**config.mk**
```make
export PLATFORM = sky130hd
export DESIGN_NAME = sjt_permutation_generator_top
export DESIGN_NICKNAME = d
export VERILOG_FILES = /design/src/hw/rtl/sjtpg_pkg.sv /design/src/hw/rtl/sjt_permutation_generator_top.sv
export SDC_FILE = /design/constraint.sdc
export NUM_CORES = 1
export LEC_CHECK = 0
export ABC_AREA = 0
export BUFFER_PORTS_ARGS = -buffer_cell sky130_fd_sc_hd__buf_2
export CAP_MARGIN = 20
export CORE_ASPECT_RATIO = 1.75
export CORE_UTILIZATION = 55
export CTS_BUF_LIST = sky130_fd_sc_hd__clkbuf_8
export CTS_CLUSTER_SIZE = 30
export DETAILED_ROUTE_END_ITERATION = 7
export GPL_ROUTABILITY_DRIVEN = 0
export PLACE_DENSITY = 0.72
export SYNTH_ARGS = -nofsm -noshare
export SYNTH_HDL_FRONTEND = slang
export SYNTH_SLANG_ARGS = --single-unit
```
**constraint.sdc**
```tcl
create_clock -name clk -period 5.6 [get_ports clk]
set_input_delay 0.84 -clock clk [delete_from_list [all_inputs] [get_ports clk]]
set_output_delay 0.84 -clock clk [all_outputs]
set_load 0.02 [all_outputs]
```
**src/hw/rtl/sjtpg_pkg.sv**
```systemverilog
package sjtpg_pkg;

  localparam int MAX_ELEMS = 16;
  localparam int ELEM_BITS = 8;
  localparam int PERM_W    = 45;
  localparam int POS_W     = 4;
  localparam int REQ_W     = 2;

  localparam int IDX_W = (MAX_ELEMS > 1) ? $clog2(MAX_ELEMS) : 1;
  localparam int CNT_W = $clog2(MAX_ELEMS + 1);

  localparam int IN_TDATA_W  = ((ELEM_BITS + 7) / 8) * 8;
  localparam int OUT_PAY_W   = POS_W + ELEM_BITS + PERM_W;
  localparam int OUT_TDATA_W = ((OUT_PAY_W + 7) / 8) * 8;

  typedef enum logic [REQ_W-1:0] {
    REQ_CLEAR,
    REQ_APPEND,
    REQ_RESTART,
    REQ_STEP
  } req_t;

  typedef enum logic [3:0] {
    ST_IDLE,
    ST_INS_RD,
    ST_INS_CMP,
    ST_RST,
    ST_SCAN,
    ST_FLIP,
    ST_SWAP,
    ST_EMIT_RD,
    ST_EMIT_LD,
    ST_EXH
  } state_t;

  // One slot of the working order: direction (1 = facing right) and value.
  typedef struct packed {
    logic                 dir;
    logic [ELEM_BITS-1:0] val;
  } entry_t;

endpackage

```
**src/hw/rtl/sjt_permutation_generator_top.sv**
```systemverilog
// Steinhaus-Johnson-Trotter permutation generator.
// Input channel (in_*): one beat per request. in_tuser holds the request kind
// (clear, append, restart, step), in_tdata the signed element of an append.
// Output channel (out_*): a step emits the whole permutation, one beat per
// element, with out_tlast on the final beat; out_tuser flags an exhausted
// result (single beat, position 0, value 0, unchanged counter).
// The working order (value plus direction) and the sorted copy each live in
// a 16-entry synchronous RAM with a registered read port.
// Sequence from one accepted request to the next: clear finishes on
// acceptance; restart runs a copy sweep sorted -> working. append: accept,
// a read and a compare per shifted element, a write to place it, then the
// restart sweep. step: accept, mobility scan, direction flip, swap, then
// a RAM read and an output load per beat, the emit pace bound by the
// single read port of the working-order RAM.
// in_tready is high only while the sequencer is idle; the last output beat
// sits in the output register, so the next request is taken while it waits.
// When the receiver stalls, the beat is held and the sequencer waits.
// Reset (rst_n low, synchronous) empties the store and zeroes the counter;
// no RAM clearing pass is needed since only entries below the count are read.
module sjt_permutation_generator_top (
  input  logic                             clk,
  input  logic                             rst_n,
  input  logic                             in_tvalid,
  output logic                             in_tready,
  input  logic [sjtpg_pkg::IN_TDATA_W-1:0]  in_tdata,   // elem_value
  input  logic [sjtpg_pkg::REQ_W-1:0]       in_tuser,   // req_type
  output logic                             out_tvalid,
  input  logic                             out_tready,
  output logic [sjtpg_pkg::OUT_TDATA_W-1:0] out_tdata,  // position, out_value, perm_number
  output logic                             out_tlast,
  output logic [0:0]                       out_tuser   // exhausted
);
  import sjtpg_pkg::*;

  // Sequencer and bookkeeping.
  state_t               state_r, state_nxt;
  logic [CNT_W-1:0]     count_r, count_nxt;
  logic [PERM_W-1:0]    perm_r, perm_nxt;
  logic [CNT_W-1:0]     idx_r, idx_nxt;
  logic                 pend_r, pend_nxt;
  logic [ELEM_BITS-1:0] ins_val_r, ins_val_nxt;
  logic [ELEM_BITS-1:0] prev_val_r, prev_val_nxt;
  logic                 prev_dir_r, prev_dir_nxt;
  logic                 found_r, found_nxt;
  logic [IDX_W-1:0]     best_idx_r, best_idx_nxt;
  logic [ELEM_BITS-1:0] best_val_r, best_val_nxt;
  logic                 best_dir_r, best_dir_nxt;

  // Output register.
  logic                 out_valid_r, out_valid_nxt;
  logic [POS_W-1:0]     out_pos_r, out_pos_nxt;
  logic [ELEM_BITS-1:0] out_val_r, out_val_nxt;
  logic                 out_last_r, out_last_nxt;
  logic                 out_exh_r, out_exh_nxt;
  logic [PERM_W-1:0]    out_perm_r, out_perm_nxt;

  // RAMs.
  entry_t               work_mem [MAX_ELEMS];
  logic [ELEM_BITS-1:0] sort_mem [MAX_ELEMS];
  entry_t               work_rd_r;
  logic [ELEM_BITS-1:0] sort_rd_r;
  logic                 work_re, work_we, sort_re, sort_we;
  logic [IDX_W-1:0]     work_raddr, work_waddr, sort_raddr, sort_waddr;
  entry_t               work_wdata;
  logic [ELEM_BITS-1:0] sort_wdata;

  // Shared control terms.
  logic                 in_fire;
  logic                 rd_more;
  logic                 sweep_done;
  logic                 can_load;
  logic                 emit_last;
  logic [IDX_W-1:0]     rd_idx;
  logic [IDX_W-1:0]     data_idx;
  logic [IDX_W-1:0]     other_idx;
  logic                 cand_left, cand_right;
  logic                 ins_shift;
  req_t                 req;

  assign req        = req_t'(in_tuser);
  assign in_fire    = in_tvalid && in_tready;
  assign rd_more    = idx_r < count_r;
  assign sweep_done = !rd_more && !pend_r;
  assign can_load   = !out_valid_r || out_tready;
  assign emit_last  = idx_r == CNT_W'(count_r - 1'b1);
  assign rd_idx     = idx_r[IDX_W-1:0];
  assign data_idx   = IDX_W'(idx_r - 1'b1);
  assign other_idx  = best_dir_r ? IDX_W'(best_idx_r + 1'b1) : IDX_W'(best_idx_r - 1'b1);
  assign ins_shift  = $signed(sort_rd_r) > $signed(ins_val_r);

  // Mobility of the element pair seen in the scan window: the previous entry
  // faces right into a smaller one, or the new entry faces left into a
  // smaller one. Both cannot hold at once.
  assign cand_right = pend_r && (idx_r > CNT_W'(1)) && prev_dir_r &&
                      ($signed(prev_val_r) > $signed(work_rd_r.val));
  assign cand_left  = pend_r && (idx_r > CNT_W'(1)) && !work_rd_r.dir &&
                      ($signed(work_rd_r.val) > $signed(prev_val_r));

  always_comb begin
    state_nxt = state_r;
    unique case (state_r)
      ST_IDLE: begin
        if (in_fire) begin
          unique case (req)
            REQ_CLEAR:   state_nxt = ST_IDLE;
            REQ_APPEND:  state_nxt = (count_r < CNT_W'(MAX_ELEMS)) ? ST_INS_RD : ST_IDLE;
            REQ_RESTART: state_nxt = ST_RST;
            REQ_STEP:    state_nxt = ST_SCAN;
            default:     state_nxt = ST_IDLE;
          endcase
        end
      end
      ST_INS_RD:  state_nxt = (idx_r == '0) ? ST_RST : ST_INS_CMP;
      ST_INS_CMP: state_nxt = ins_shift ? ST_INS_RD : ST_RST;
      ST_RST:     state_nxt = sweep_done ? ST_IDLE : ST_RST;
      ST_SCAN: begin
        if (sweep_done) begin
          state_nxt = found_r ? ST_FLIP : ST_EXH;
        end
      end
      ST_FLIP:    state_nxt = sweep_done ? ST_SWAP : ST_FLIP;
      ST_SWAP:    state_nxt = ST_EMIT_RD;
      ST_EMIT_RD: state_nxt = ST_EMIT_LD;
      ST_EMIT_LD: begin
        if (can_load) begin
          state_nxt = emit_last ? ST_IDLE : ST_EMIT_RD;
        end
      end
      ST_EXH:     state_nxt = can_load ? ST_IDLE : ST_EXH;
      default:    state_nxt = ST_IDLE;
    endcase
  end

  always_comb begin
    in_tready     = 1'b0;
    count_nxt     = count_r;
    perm_nxt      = perm_r;
    idx_nxt       = idx_r;
    pend_nxt      = 1'b0;
    ins_val_nxt   = ins_val_r;
    prev_val_nxt  = prev_val_r;
    prev_dir_nxt  = prev_dir_r;
    found_nxt     = found_r;
    best_idx_nxt  = best_idx_r;
    best_val_nxt  = best_val_r;
    best_dir_nxt  = best_dir_r;
    out_pos_nxt   = out_pos_r;
    out_val_nxt   = out_val_r;
    out_last_nxt  = out_last_r;
    out_exh_nxt   = out_exh_r;
    out_perm_nxt  = out_perm_r;
    out_valid_nxt = out_valid_r && !out_tready;
    work_re       = 1'b0;
    work_raddr    = rd_idx;
    work_we       = 1'b0;
    work_waddr    = data_idx;
    work_wdata    = '{dir: 1'b0, val: sort_rd_r};
    sort_re       = 1'b0;
    sort_raddr    = rd_idx;
    sort_we       = 1'b0;
    sort_waddr    = rd_idx;
    sort_wdata    = ins_val_r;

    unique case (state_r)
      ST_IDLE: begin
        in_tready = 1'b1;
        idx_nxt   = '0;
        found_nxt = 1'b0;
        if (in_fire) begin
          unique case (req)
            REQ_CLEAR: begin
              count_nxt = '0;
              perm_nxt  = '0;
            end
            REQ_APPEND: begin
              if (count_r < CNT_W'(MAX_ELEMS)) begin
                ins_val_nxt = in_tdata[ELEM_BITS-1:0];
                idx_nxt     = count_r;
                count_nxt   = CNT_W'(count_r + 1'b1);
                perm_nxt    = '0;
              end
            end
            REQ_RESTART: perm_nxt = '0;
            REQ_STEP:    ;
            default:     ;
          endcase
        end
      end
      ST_INS_RD: begin
        if (idx_r == '0) begin
          // Insertion point reached at the bottom.
          sort_we = 1'b1;
        end else begin
          sort_re    = 1'b1;
          sort_raddr = IDX_W'(idx_r - 1'b1);
        end
      end
      ST_INS_CMP: begin
        sort_we = 1'b1;
        if (ins_shift) begin
          sort_wdata = sort_rd_r;
          idx_nxt    = CNT_W'(idx_r - 1'b1);
        end else begin
          idx_nxt = '0;
        end
      end
      ST_RST: begin
        // Read sorted entry i while writing entry i-1 back facing left.
        sort_re  = rd_more;
        pend_nxt = rd_more;
        if (rd_more) idx_nxt = CNT_W'(idx_r + 1'b1);
        work_we  = pend_r;
      end
      ST_SCAN: begin
        work_re  = rd_more;
        pend_nxt = rd_more;
        if (rd_more) idx_nxt = CNT_W'(idx_r + 1'b1);
        if (pend_r) begin
          prev_val_nxt = work_rd_r.val;
          prev_dir_nxt = work_rd_r.dir;
        end
        // Strictly greater replaces, so the lowest index wins a tie.
        if (cand_right &&
            (!found_r || ($signed(prev_val_r) > $signed(best_val_r)))) begin
          found_nxt    = 1'b1;
          best_idx_nxt = IDX_W'(idx_r - 2'd2);
          best_val_nxt = prev_val_r;
          best_dir_nxt = 1'b1;
        end else if (cand_left &&
                     (!found_r || ($signed(work_rd_r.val) > $signed(best_val_r)))) begin
          found_nxt    = 1'b1;
          best_idx_nxt = data_idx;
          best_val_nxt = work_rd_r.val;
          best_dir_nxt = 1'b0;
        end
        if (sweep_done) idx_nxt = '0;
      end
      ST_FLIP: begin
        // Flip larger entries; the neighbor lands in the mobile slot now,
        // the mobile entry itself is written in the swap cycle.
        work_re    = rd_more;
        pend_nxt   = rd_more;
        if (rd_more) idx_nxt = CNT_W'(idx_r + 1'b1);
        work_wdata = '{dir: work_rd_r.dir ^ ($signed(work_rd_r.val) > $signed(best_val_r)),
                       val: work_rd_r.val};
        work_we    = pend_r && (data_idx != best_idx_r);
        work_waddr = (data_idx == other_idx) ? best_idx_r : data_idx;
      end
      ST_SWAP: begin
        work_we    = 1'b1;
        work_waddr = other_idx;
        work_wdata = '{dir: best_dir_r, val: best_val_r};
        perm_nxt   = perm_r + 1'b1;
        idx_nxt    = '0;
      end
      ST_EMIT_RD: begin
        work_re = 1'b1;
      end
      ST_EMIT_LD: begin
        if (can_load) begin
          out_valid_nxt = 1'b1;
          out_pos_nxt   = POS_W'(idx_r);
          out_val_nxt   = work_rd_r.val;
          out_last_nxt  = emit_last;
          out_exh_nxt   = 1'b0;
          out_perm_nxt  = perm_r;
          idx_nxt       = CNT_W'(idx_r + 1'b1);
        end
      end
      ST_EXH: begin
        if (can_load) begin
          out_valid_nxt = 1'b1;
          out_pos_nxt   = '0;
          out_val_nxt   = '0;
          out_last_nxt  = 1'b1;
          out_exh_nxt   = 1'b1;
          out_perm_nxt  = perm_r;
        end
      end
      default: ;
    endcase
  end

  always_ff @(posedge clk) begin
    if (!rst_n) begin
      state_r     <= ST_IDLE;
      count_r     <= '0;
      perm_r      <= '0;
      idx_r       <= '0;
      pend_r      <= 1'b0;
      found_r     <= 1'b0;
      out_valid_r <= 1'b0;
    end else begin
      state_r     <= state_nxt;
      count_r     <= count_nxt;
      perm_r      <= perm_nxt;
      idx_r       <= idx_nxt;
      pend_r      <= pend_nxt;
      found_r     <= found_nxt;
      out_valid_r <= out_valid_nxt;
    end
  end

  always_ff @(posedge clk) begin
    ins_val_r  <= ins_val_nxt;
    prev_val_r <= prev_val_nxt;
    prev_dir_r <= prev_dir_nxt;
    best_idx_r <= best_idx_nxt;
    best_val_r <= best_val_nxt;
    best_dir_r <= best_dir_nxt;
    out_pos_r  <= out_pos_nxt;
    out_val_r  <= out_val_nxt;
    out_last_r <= out_last_nxt;
    out_exh_r  <= out_exh_nxt;
    out_perm_r <= out_perm_nxt;
  end

  // Working order RAM: value plus direction.
  always_ff @(posedge clk) begin
    if (work_we) work_mem[work_waddr] <= work_wdata;
    if (work_re) work_rd_r <= work_mem[work_raddr];
  end

  // Sorted copy RAM.
  always_ff @(posedge clk) begin
    if (sort_we) sort_mem[sort_waddr] <= sort_wdata;
    if (sort_re) sort_rd_r <= sort_mem[sort_raddr];
  end

  assign out_tvalid = out_valid_r;
  assign out_tdata  = OUT_TDATA_W'({out_perm_r, out_val_r, out_pos_r});
  assign out_tlast  = out_last_r;
  assign out_tuser  = out_exh_r;

endmodule

```
* After elaboration in Yosys (flattened, before gate mapping) *
Memories as Yosys holds them, arrays and structs flattened. A register that Yosys moved wholly into a read port is not among the register bits.
Index checks and enable logic that the tools add are counted.

storage, ports and cells
  bits in registers = 151
  RAM bits = 272
  bits of input ports = 14
  output and inout bits = 68
  logic and storage cells = 172
  memories = 2

cells by class
  add/subtract/negate cells = 8
  magnitude comparators = 8
  equal/unequal tests = 23
  multiplexer cells = 67
  bitwise logic cells = 1
  reduce and logical (&&, ||, !) cells = 45

memory list
  memory    depth  width  rd ports  clocked after Yosys merged registers in  wr ports  RTL line                             source
  work_mem  16     9      1         1                                        1         sjt_permutation_generator_top.sv:58  entry_t work_mem [MAX_ELEMS];
  sort_mem  16     8      1         1                                        1         sjt_permutation_generator_top.sv:59  logic [ELEM_BITS-1:0] sort_mem [MAX_ELEMS];

operator list
  kind                                                                count
  45-bit case mux with 2 select lines                                 2
  45-bit two-way mux                                                  2
  4-bit two-way mux                                                   13
  8-bit two-way mux                                                   6
  45-bit by 1-bit adder with 45-bit output, second input constant     1
  8-bit greater-than comparator                                       5
  5-bit two-way mux                                                   8
  4-bit case mux with 10 select lines                                 1
  5-bit case mux with 6 select lines                                  1
  9-bit case mux with 2 select lines                                  1
  1-bit two-way mux                                                   17
  4-bit by 3-bit == test with 1-bit output, second input constant     4
  4-bit case mux with 2 select lines                                  2
  4-bit case mux with 4 select lines                                  1
  8-bit case mux with 2 select lines                                  1
  1-bit case mux with 2 select lines                                  6
  2-bit AND reduction                                                 6
  4-bit AND reduction                                                 3
  1-bit logical AND                                                   11
  5-bit by 1-bit adder with 5-bit output, second input constant       2
  2-bit inequality test, second input constant                        5
  5-bit case mux with 2 select lines                                  1
  2-bit nonzero test                                                  5
  5-bit by 1-bit subtractor with 5-bit output, second input constant  2
  28 further kinds                                                    46

* Depth between registers and ports, before layout *
Gate-level depths: netlist (run 1).

  depth in word-level cells = 8
  depth in mapped cells = 14
  depth with buffers taken out = 9

* Worst setup path after synthesis (run 1) *
No wires, ideal clock.

  path type = reg-to-reg
  start point = register idx_r[1]
  end point = memory work_mem[14][0] (netlist name), enable pin
  setup time = 374 ps
  arrival time = 3,143 ps
  data required time = 5,226 ps
  path slack = 2,082 ps
  stages on the path, launching flop included = 11
  buffers on the path = 1
  clock period less this slack = 3,518 ps
  cell sequence = dfxtp_1 > clkbuf_1 > inv_1 > ha_1 > a21boi_4 > xnor3_1 > xnor3_2 > mux2i_1 > or3_4 > or2_4 > nor2_1

between the ends
  longest elaborated chain between the ends = 6
  elaborated cells between the ends (all ways) = 9
  those cells by class = add/sub: 1; eq/ne: 2; mux: 5; reduce/logical: 1

ends and longest elaborated chain
  element                                        RTL line                              source
  start: declaration                             sjt_permutation_generator_top.sv:39   logic [CNT_W-1:0] idx_r, idx_nxt;
  start signal: assignment                       sjt_permutation_generator_top.sv:297  idx_r <= idx_nxt;
  5-bit by 1-bit subtractor with 5-bit output *  n/a
  4-bit inequality test                          sjt_permutation_generator_top.sv:246  work_we = pend_r && (data_idx != best_idx_r);
  1-bit logical AND                              sjt_permutation_generator_top.sv:246
  1-bit case mux with 3 select lines             sjt_permutation_generator_top.sv:164  unique case (state_r)
  1-bit two-way mux                              sjt_permutation_generator_top.sv:320  if (work_we) work_mem[work_waddr] <= work_wdata;
  1-bit two-way mux (not written as such)        sjt_permutation_generator_top.sv:320
  end: declaration                               sjt_permutation_generator_top.sv:58

Mark *: on every way between the ends. The rest lies on a longest branch, timed or not.

* Worst setup path after layout (run 1) *
  start point = register idx_r[2]
  end point = memory work_mem[5][2] (netlist name), enable pin

The elaborated chain is that of the path after synthesis.

==> impl_metrics.yaml, run 1 <==
setup_path:
  worstPathCellList: "buf_4 -> inv_1 -> ha_1 -> a21boi_4 -> xnor3_1 -> xnor3_2 -> and3_1 -> a311oi_2 -> nand2b_1 -> nor2_1"
  cp_slowest_cell: "nor2_1"
  critPathMaxFanout: 39
  r2r_cells: 10
  cp_num_cells: 10
  worstSetupEndpointType: "register"
  r2r_setup_slack_ns: 1.26
  reg2reg_to: "work_mem[5][2]"
  criticalPathCategory: "register to register"
  arrival_ns: 4.58
  start_kind: "register"
  crit_required_ns: 5.85
  path_buf_inv: 2
  cpPeakStageDelay_ns: 0.69
  cp_top_family: "simple AND/OR/NAND/NOR gates"
  worstReg2RegStart: "idx_r[2]"
sta:
  max_slew_margin_pct: 31.4
  fin_skew_ns: 0.0389
  tns_ns: 0
  setup_viol: 0
  worst_pin_slew_ns: 1.03
  period_share_pct: 77.4
  grt_setup_unrepaired: "no"
  final_hold_viol_count: 0
  fin_crit_ns: 4.34
  slew_violations: 0
  max_freq_mhz: 231
clock_tree:
  root_buffer: "clkbuf_8"
  insertion_delay_ns: 0.65
  cts_resized: 0
  cts_tree: "built"
  clockBufferDepth: 3
  cts_sinks: 440
  cts_setup_buffers: 0
  cts_buffers: 58
  postCtsHoldBufs: 0
  htree_num_levels: 2
  clk_pin_slew_ns: 0.06
synthesis:
  synth_cells: 1460
  synth_edf_count: 378
  synth-seq-cells: 440
  synth_mux_area_share_pct: 7.49
  synth_xor_area_share_pct: 3.16
  synth_ff_type: "edfxtp_1"
  yosysTopAreaCellShare_pct: 57.0
  yosysTopAreaCell: "edfxtp_1"
  synth_compound_area_share_pct: 7.50
  synthesis.area_mm2: 0.0199
  asyncSetResetFlopFracSynth_pct: 0
  ys_warn_count: 0
  syn_area_per_cell_um2: 13.6
  synthAdderAreaFrac_pct: 3.24
  ys_seq_area_share_pct: 63.2
  synth_cell_types: 97
  synth_area_leaders: "edfxtp_1, dfxtp_1, mux4_2"
  synth_top_family_by_area: "simple AND/OR/NAND/NOR gates"
  post_synth_and_or_nand_nor_area_fraction_pct: 12.0
min_path:
  worst_hold_path.endpoint: "ins_val_r[6]"
  min-delay-start: "in_tdata[6]"
  hold_class: "input port to register"
  hold_depth: 1
detailed_routing:
  drt_iter0_markers: 1084
  drc: 0
  ant_nets: 0
  viasPerCell: 5.96
  dr.pass1.iters: 5
  vias: 12300
  wl_mm: 45.4
  drt-wirelength-per-cell_um: 22.0
global_route:
  track_usage_pct: 25.4
  first_global_vias: 12600
  grt_pass1_wl_mm: 71.2
  grt_max_degree: 49
  antenna_found_initial: 2
  overflow: 0
power:
  max-vdd-ir-drop_v: 0.000199
  fin_total_pwr_uw: 8480
  power.leakage_uw: 0.00750
  powerDensity_mw_per_mm2: 387
status:
  status: "complete, no violations"
floorplanning:
  die_x_um: 146
  coreArea_mm2: 0.0354
  die-area_mm2: 0.0370
  start_util_pct: 56.2
  fp-row-count: 91
  die_h_um: 254
  io_pins: 82
place:
  hpwl_mm: 31.9
  port_buffers: 74
cells_and_area:
  final_net_count: 1621
  layout-drive-gt1-share_pct: 18.7
  syn_to_final_growth_pct: 10.1
flow_run:
  cap_violations: 0
-- cells in the mapped netlist, drive strengths merged (5+ instances only) --
cell	count
clkbuf	27
mux2	8
nor3	45
nor2	114
nand4	18
mux2i	23
xor2	7
nand3b	6
o22ai	10
o21a	7
nand2	121
and3	5
a21oi	43
a31oi	13
ha	50
or3	11
nand3	47
a21o	9
a22oi	14
o211ai	7
nand2b	8
inv	66
mux4	52
o221ai	8
xnor2	54
nor2b	19
dfxtp	62
a221oi	6
a311oi	5
a211oi	10
and2	21
edfxtp	378
nor4	15
or2	9
o21ai	55
buf	49
-- metal layers --
layer / global-route usage (%) / vias to the layer above / share of wire, %
met1: 28.6 / 6026 / 37
met5: 0 / - / 0
met4: 14.3 / 0 / 5.1
met2: 46.0 / 485 / 53
li1: - / 5689 / -
met3: 3.75 / 124 / 5.6
-- worst max path at each step --
stage                       to  slack (ns)  startpoint
2_1_floorplan  work_mem[14][0]        2.08    idx_r[1]
3_3_place_gp    work_mem[2][4]        1.45    idx_r[0]
3_5_place_dp   work_mem[15][5]        1.31    idx_r[0]
4_1_cts        work_mem[15][1]        1.27    idx_r[0]
5_1_grt        work_mem[15][6]        0.99    idx_r[2]
6_report        work_mem[5][2]        1.26    idx_r[2]
-- layout make-up --
type | instances | area, µm²
antenna | 1 | 2.50
clock buffer | 61 | 840
clock inverter | 46 | 324
fill | 2653 | 13500
inverter | 67 | 255
multi-input combinational | 883 | 6720
sequential | 440 | 12600
tap | 465 | 582
timing repair buffer | 106 | 614
-- per-stage QoR --
stage          hold slack [ns]  setup WS [ns]  std cells  cell area [µm²]  util, %
2_1_floorplan            0.408           2.08       1466            19900        -
3_3_place_gp             0.435           1.45       1960            20800     58.6
3_5_place_dp             0.444           1.31       1960            20800     58.6
4_1_cts                  0.356           1.27       2067            21900     61.9
5_1_grt                  0.371          0.995       2069            21900     61.9
6_report                 0.398           1.26       2069            21900     61.9
-- cell usage in the layout, fill, tap and decap left out, types with 49 or more instances in the layout --
master / count
mux4_2: 52
nor2_1: 110
dfxtp_1: 60
clkbuf_8: 61
o21ai_0: 49
nand2_1: 121
inv_1: 79
ha_1: 50
buf_2: 74
xnor2_1: 52
edfxtp_1: 378
-- power by group --
part           switching (µW)  total [µW]  internal, µW
logic                    1370        2200           825
registers                 104        3880          3780
clock network            1190        2400          1210
total                    2670        8480          5810
-- cell families (layout without fill, tap and decap cells) --
group,Yosys count,count (layout)
AND/OR/NAND/NOR,459,459
XOR/XNOR,64,64
AO/OA/AOI/OAI,219,219
adder cells (fa/ha/maj),51,51
flip-flops,440,440
multiplexers,83,83
other,1,8
buffers and inverters,143,280
-- flip-flops by register name, indices dropped and copies added, names as in the netlist, 4 cells and up --
signal      count
out_perm_r     45
perm_r         45
best_val_r      8
work_mem      144
state_r         4
out_pos_r       4
sort_mem      128
out_val_r       8
prev_val_r      8
idx_r           5
ins_val_r       8
work_rd_r       9
best_idx_r      4
sort_rd_r       8
count_r         5
Note: power is estimated with default switching activity, not from simulation.
==> run 2: changes to the inputs <==
--- a/config.mk
+++ b/config.mk
@@ -14,7 +14,7 @@
 export CTS_CLUSTER_SIZE = 30
 export DETAILED_ROUTE_END_ITERATION = 7
 export GPL_ROUTABILITY_DRIVEN = 0
-export PLACE_DENSITY = 0.72
+export PLACE_DENSITY = 0.75
 export SYNTH_ARGS = -nofsm -noshare
 export SYNTH_HDL_FRONTEND = slang
 export SYNTH_SLANG_ARGS = --single-unit
==> constraint.sdc (replaced) <==
create_clock -name clk -period 3.87 [get_ports clk]
set_input_delay 0.5805 -clock clk [delete_from_list [all_inputs] [get_ports clk]]
set_output_delay 0.5805 -clock clk [all_outputs]
set_load 0.02 [all_outputs]
==> run 2 against run 1 <==
Effect of this change: critical path type unchanged; wire length grew 3.2%; clock-buffer cell count unchanged; design area rose by 0.75%; sequential cell count did not move; setup slack got worse by 0.92 ns; first-iteration DRC count about the same; die area unchanged.
==> impl_metrics.yaml, run 2 (synthesized netlist as in run 1, its figures left out) <==
sta:
  worst_pin_slew_ns: 0.807
  max_freq_mhz: 284
  max_slew_margin_pct: 45.7
  period_share_pct: 91.0
  fin_skew_ns: 0.0313
  final_hold_viol_count: 0
  holdWs_ns: 0.138
  grt_setup_unrepaired: "no"
  setup_viol: 0
  tns_ns: 0
  slew_violations: 0
  fin_crit_ns: 3.52
clock_tree:
  clockBufferDepth: 3
  cts_tree: "built"
  clk_pin_slew_ns: 0.08
  insertion_delay_ns: 0.65
  root_buffer: "clkbuf_8"
  htree_num_levels: 2
  cts_setup_buffers: 0
  cts_sinks: 440
  cts_buffers: 58
  postCtsHoldBufs: 0
  cts_resized: 0
flow_run:
  cap_violations: 0
global_route:
  grt_pass1_wl_mm: 72.7
  overflow: 0
  antenna_found_initial: 2
  first_global_vias: 12900
  grt_max_degree: 49
  track_usage_pct: 26.1
place:
  port_buffers: 74
  hpwl_mm: 33.2
cells_and_area:
  ff_latch_area_mm2: 0.0126
  final_net_count: 1658
  largest-register: "work_mem"
  multiInputGateArea_mm2: 0.00670
  nFillCells: 2636
  layout-drive-gt1-share_pct: 20.3
  syn_to_final_growth_pct: 11.0
  mostFrequentLayoutCells: "edfxtp_1, nand2_1, nor2_1"
  fin_util_pct: 62.4
  layout_commonest_cell: "edfxtp_1"
  largest_reg_flops: 144
  reg_top3: "work_mem: 144 flops, sort_mem: 128 flops"
min_path:
  hold_depth: 1
  hold_class: "input port to register"
  worst_hold_path.endpoint: "ins_val_r[3]"
  min-delay-start: "in_tdata[3]"
detailed_routing:
  met3_length_mm: 2.81
  viasPerCell: 6.01
  dr.pass1.iters: 7
  drt_iter0_markers: 1083
  drt-wirelength-per-cell_um: 22.3
  wl_mm: 46.9
  vias: 12600
  route.top_layer_used: "met4"
  route.met2.wl_mm: 25.2
  wl_met1_mm: 16.2
  drc: 0
  ant_nets: 0
floorplanning:
  die_h_um: 254
  fp-row-count: 91
  io_pins: 82
  die_x_um: 146
  start_util_pct: 56.2
  die-area_mm2: 0.0370
  coreArea_mm2: 0.0354
setup_path:
  r2r_setup_slack_ns: 0.35
  criticalPathCategory: "register to register"
  worstReg2RegStart: "best_dir_r"
  crit_required_ns: 4.12
  arrival_ns: 3.77
  critPathMaxFanout: 9
  worstSetupEndpointType: "register"
  r2r_cells: 9
  start_kind: "register"
  reg2reg_to: "work_mem[0][3]"
status:
  status: "complete, no violations"
power:
  seqPwrFrac_pct: 45.5
  comb_power_share_pct: 27.7
  p_switching_uw: 3870
  power.share.switching_pct: 31.7
  power.leakage_uw: 0.00765
  max-vdd-ir-drop_v: 0.000266
  pwr-share-clk_pct: 26.7
  internal_power_uw: 8320
  powerDensity_mw_per_mm2: 552
-- run 2: area by class of cell --
cell class / instances / share of cell area [%]
sequential: 440 / 57.0
multi-input combinational: 883 / 30.3
timing repair buffer: 143 / 4.02
clock buffer: 61 / 3.80
tap: 465 / 2.63
inverter: 67 / 1.16
clock inverter: 40 / 1.05
antenna: 2 / 0.0227
-- run 2: power by group through the flow --
stage | clock, µW | sequential (µW) | combinational (µW)
final | 3260 | 5550 | 3380
after global routing | 3510 | 5560 | 3620
after CTS | 3320 | 5550 | 3340
after detailed placement | 0 | 5650 | 3330
after global placement | 0 | 5650 | 3250
after floorplan | 0 | 5660 | 2390
-- run 2: worst max-delay path, stage by stage (launching register included) --
cell and delay (ns):
edfxtp_1 0.49, inv_1 0.16, ha_1 0.26, a21o_1 0.19
a21oi_2 0.24, xnor3_2 0.43, and3_1 0.23, a211oi_2 0.35
nand3b_1 0.16, nor2_1 0.60
-- run 2: how the worst max path moves through the flow --
stage,from,endpoint
4_1_cts,best_dir_r,work_mem[0][3]
6_report,best_dir_r,work_mem[0][3]
3_5_place_dp,best_dir_r,work_mem[0][3]
2_1_floorplan,idx_r[1],work_mem[14][0]
3_3_place_gp,best_dir_r,work_mem[0][1]
5_1_grt,best_dir_r,work_mem[0][3]
-- run 2: through the flow --
step	cells	worst slack, ns	cell area (µm²)	power, µW
3_3_place_gp	1998	0.577	21000	8900
2_1_floorplan	1466	0.352	19900	8050
4_1_cts	2099	0.401	22100	12200
5_1_grt	2100	0.220	22100	12700
6_report	2101	0.348	22100	12200
3_5_place_dp	1998	0.414	21000	8980
-- run 2: metal layers --
layer / vias up / track usage, %
met5: - / 0
met4: 0 / 15.2
met3: 159 / 3.68
met2: 572 / 48.7
met1: 6151 / 28.0
li1: 5750 / -
==> run 3: changes to the inputs <==
--- a/config.mk
+++ b/config.mk
@@ -15,6 +15,7 @@
 export DETAILED_ROUTE_END_ITERATION = 7
 export GPL_ROUTABILITY_DRIVEN = 0
 export PLACE_DENSITY = 0.75
+export RECOVER_POWER = 50
 export SYNTH_ARGS = -nofsm -noshare
 export SYNTH_HDL_FRONTEND = slang
 export SYNTH_SLANG_ARGS = --single-unit
==> run 3 against run 2 <==
Effect of this change: register-to-register slack got worse by 0.08 ns; global-route usage unchanged; clock-buffer cell count unchanged; sequential power hardly changed; utilization shrank 0.42 points; design area decreased by 0.68%; power shrank 0.26%; largest power group unchanged.
==> impl_metrics.yaml, run 3 (synthesized netlist as in run 1, its figures left out) <==
status:
  status: "complete, no violations"
clock_tree:
  htree_num_levels: 2
  clk_pin_slew_ns: 0.07
  cts_buffers: 58
  insertion_delay_ns: 0.64
  root_buffer: "clkbuf_8"
  cts_setup_buffers: 0
  cts_resized: 0
  postCtsHoldBufs: 0
  cts_sinks: 440
  clockBufferDepth: 3
  cts_tree: "built"
setup_path:
  worstSetupEndpointType: "register"
  crit_required_ns: 4.37
  r2r_setup_slack_ns: 0.27
  critPathMaxFanout: 48
  reg2reg_to: "idx_r[2]"
  criticalPathCategory: "register to register"
  worstSetupStartpoint: "idx_r[1]"
  crit_top_cell: "a21oi_1"
  worstPathCellList: "clkbuf_2 -> ha_1 -> nor2b_1 -> o2111ai_1 -> nand4b_1 -> and2_1 -> o221ai_1 -> a21oi_1 -> a21oi_1"
  r2r_cells: 9
  cp_slowest_cell: "clkbuf_2"
  start_kind: "register"
  crit_path_end: "idx_r[2]"
  cpPeakStageDelay_ns: 0.91
  worstReg2RegStart: "idx_r[1]"
  arrival_ns: 4.10
cells_and_area:
  reg_top3: "work_mem: 144 flops, sort_mem: 128 flops"
  layout-drive-gt1-share_pct: 15.5
  largest-register: "work_mem"
  largest_reg_flops: 144
  final_net_count: 1658
  syn_to_final_growth_pct: 10.2
  layout_commonest_cell: "edfxtp_1"
  mostFrequentLayoutCells: "edfxtp_1, nand2_1, nor2_1"
detailed_routing:
  wl_mm: 47.0
  drt_iter0_markers: 1046
  ant_nets: 0
  drt-wirelength-per-cell_um: 22.4
  viasPerCell: 6.01
  drc: 0
  vias: 12600
  dr.pass1.iters: 6
floorplanning:
  fp-row-count: 91
  die_h_um: 254
  io_pins: 82
  coreArea_mm2: 0.0354
  die_x_um: 146
  die-area_mm2: 0.0370
  start_util_pct: 56.2
sta:
  grt_setup_unrepaired: "no"
  fin_crit_ns: 3.60
  period_share_pct: 93.0
  setup_viol: 0
  final_hold_viol_count: 0
  worst_pin_slew_ns: 1.37
  max_slew_margin_pct: 8.67
  fin_skew_ns: 0.0279
  tns_ns: 0
  max_freq_mhz: 278
  slew_violations: 0
  fin_ws_ns: 0.271
global_route:
  antenna_found_initial: 2
  track_usage_pct: 26.1
  grt_pass1_wl_mm: 72.7
  grt_max_degree: 49
  overflow: 0
  first_global_vias: 12900
power:
  powerDensity_mw_per_mm2: 554
  power.leakage_uw: 0.00746
  max-vdd-ir-drop_v: 0.000266
  fin_total_pwr_uw: 12200
min_path:
  hold_class: "input port to register"
place:
  post-place-ws_ns: 0.414
  hpwl_mm: 33.2
  port_buffers: 74
flow_run:
  cap_violations: 0
run 3: changes by cell type in the layout (fill, tap and decap cells not counted), moves of 2 or more:
cell and change:
buf_2 -60, clkbuf_2 +2, clkbuf_1 +74, o21ai_1 -2
and2_1 -13, o21ai_0 +3, buf_4 -16, and2_0 +13
run 3: power by group:
part	leakage (µW)	internal (µW)	switching, µW	total [µW]
clock network	0.000609	1590	1670	3260
registers	0.00388	5470	85.9	5560
logic	0.00298	1230	2110	3340
total	0.00746	8290	3870	12200
run 3: worst max-delay path, delay by kind of cell, from the launching register on:
family / cells / cell delay [ns]
flip-flops: 1 / 0.33
buffers and inverters: 1 / 0.91
AND/OR/NAND/NOR: 3 / 0.73
adder cells (fa/ha/maj): 1 / 0.40
AO/OA/AOI/OAI: 4 / 1.08
run 3: metal layers:
| metal | wire (µm) | vias to the layer above | track usage (%) |
|---|---|---|---|
| met5 | 0 | - | 0 |
| met4 | 2650 | 0 | 15.2 |
| met3 | 2640 | 161 | 3.68 |
| met2 | 25200 | 528 | 48.7 |
| met1 | 16500 | 6187 | 28.0 |
| li1 | - | 5755 | - |
run 3: stage by stage:
stage | utilization, % | cells | area [µm²] | hold slack (ns)
2_1_floorplan | - | 1466 | 19900 | 0.408
3_3_place_gp | 59.4 | 1998 | 21000 | 0.420
3_5_place_dp | 59.4 | 1998 | 21000 | 0.425
4_1_cts | 62.4 | 2099 | 22100 | 0.117
5_1_grt | 62.0 | 2100 | 21900 | 0.117
6_report | 62.0 | 2101 | 21900 | 0.137
run 3: worst min path at each step:
stage / start / end / slack (ns) / cells after the start
floorplan: perm_r[15] / out_perm_r[15] / 0.41 / 0
global placement: perm_r[15] / out_perm_r[15] / 0.42 / 0
detailed placement: perm_r[15] / out_perm_r[15] / 0.43 / 0
CTS: in_tdata[0] / ins_val_r[0] / 0.12 / 1
global route: in_tdata[3] / ins_val_r[3] / 0.12 / 1
finish: in_tdata[3] / ins_val_r[3] / 0.14 / 1
run 3: layout make-up:
cell class | count | area [µm²]
Fill cell | 2691 | 13500
Sequential cell | 440 | 12600
Multi-Input combinational cell | 883 | 6680
Clock buffer | 61 | 840
Timing Repair Buffer | 143 | 756
Tap cell | 465 | 582
Inverter | 67 | 255
Clock inverter | 40 | 233
Antenna cell | 2 | 5.00
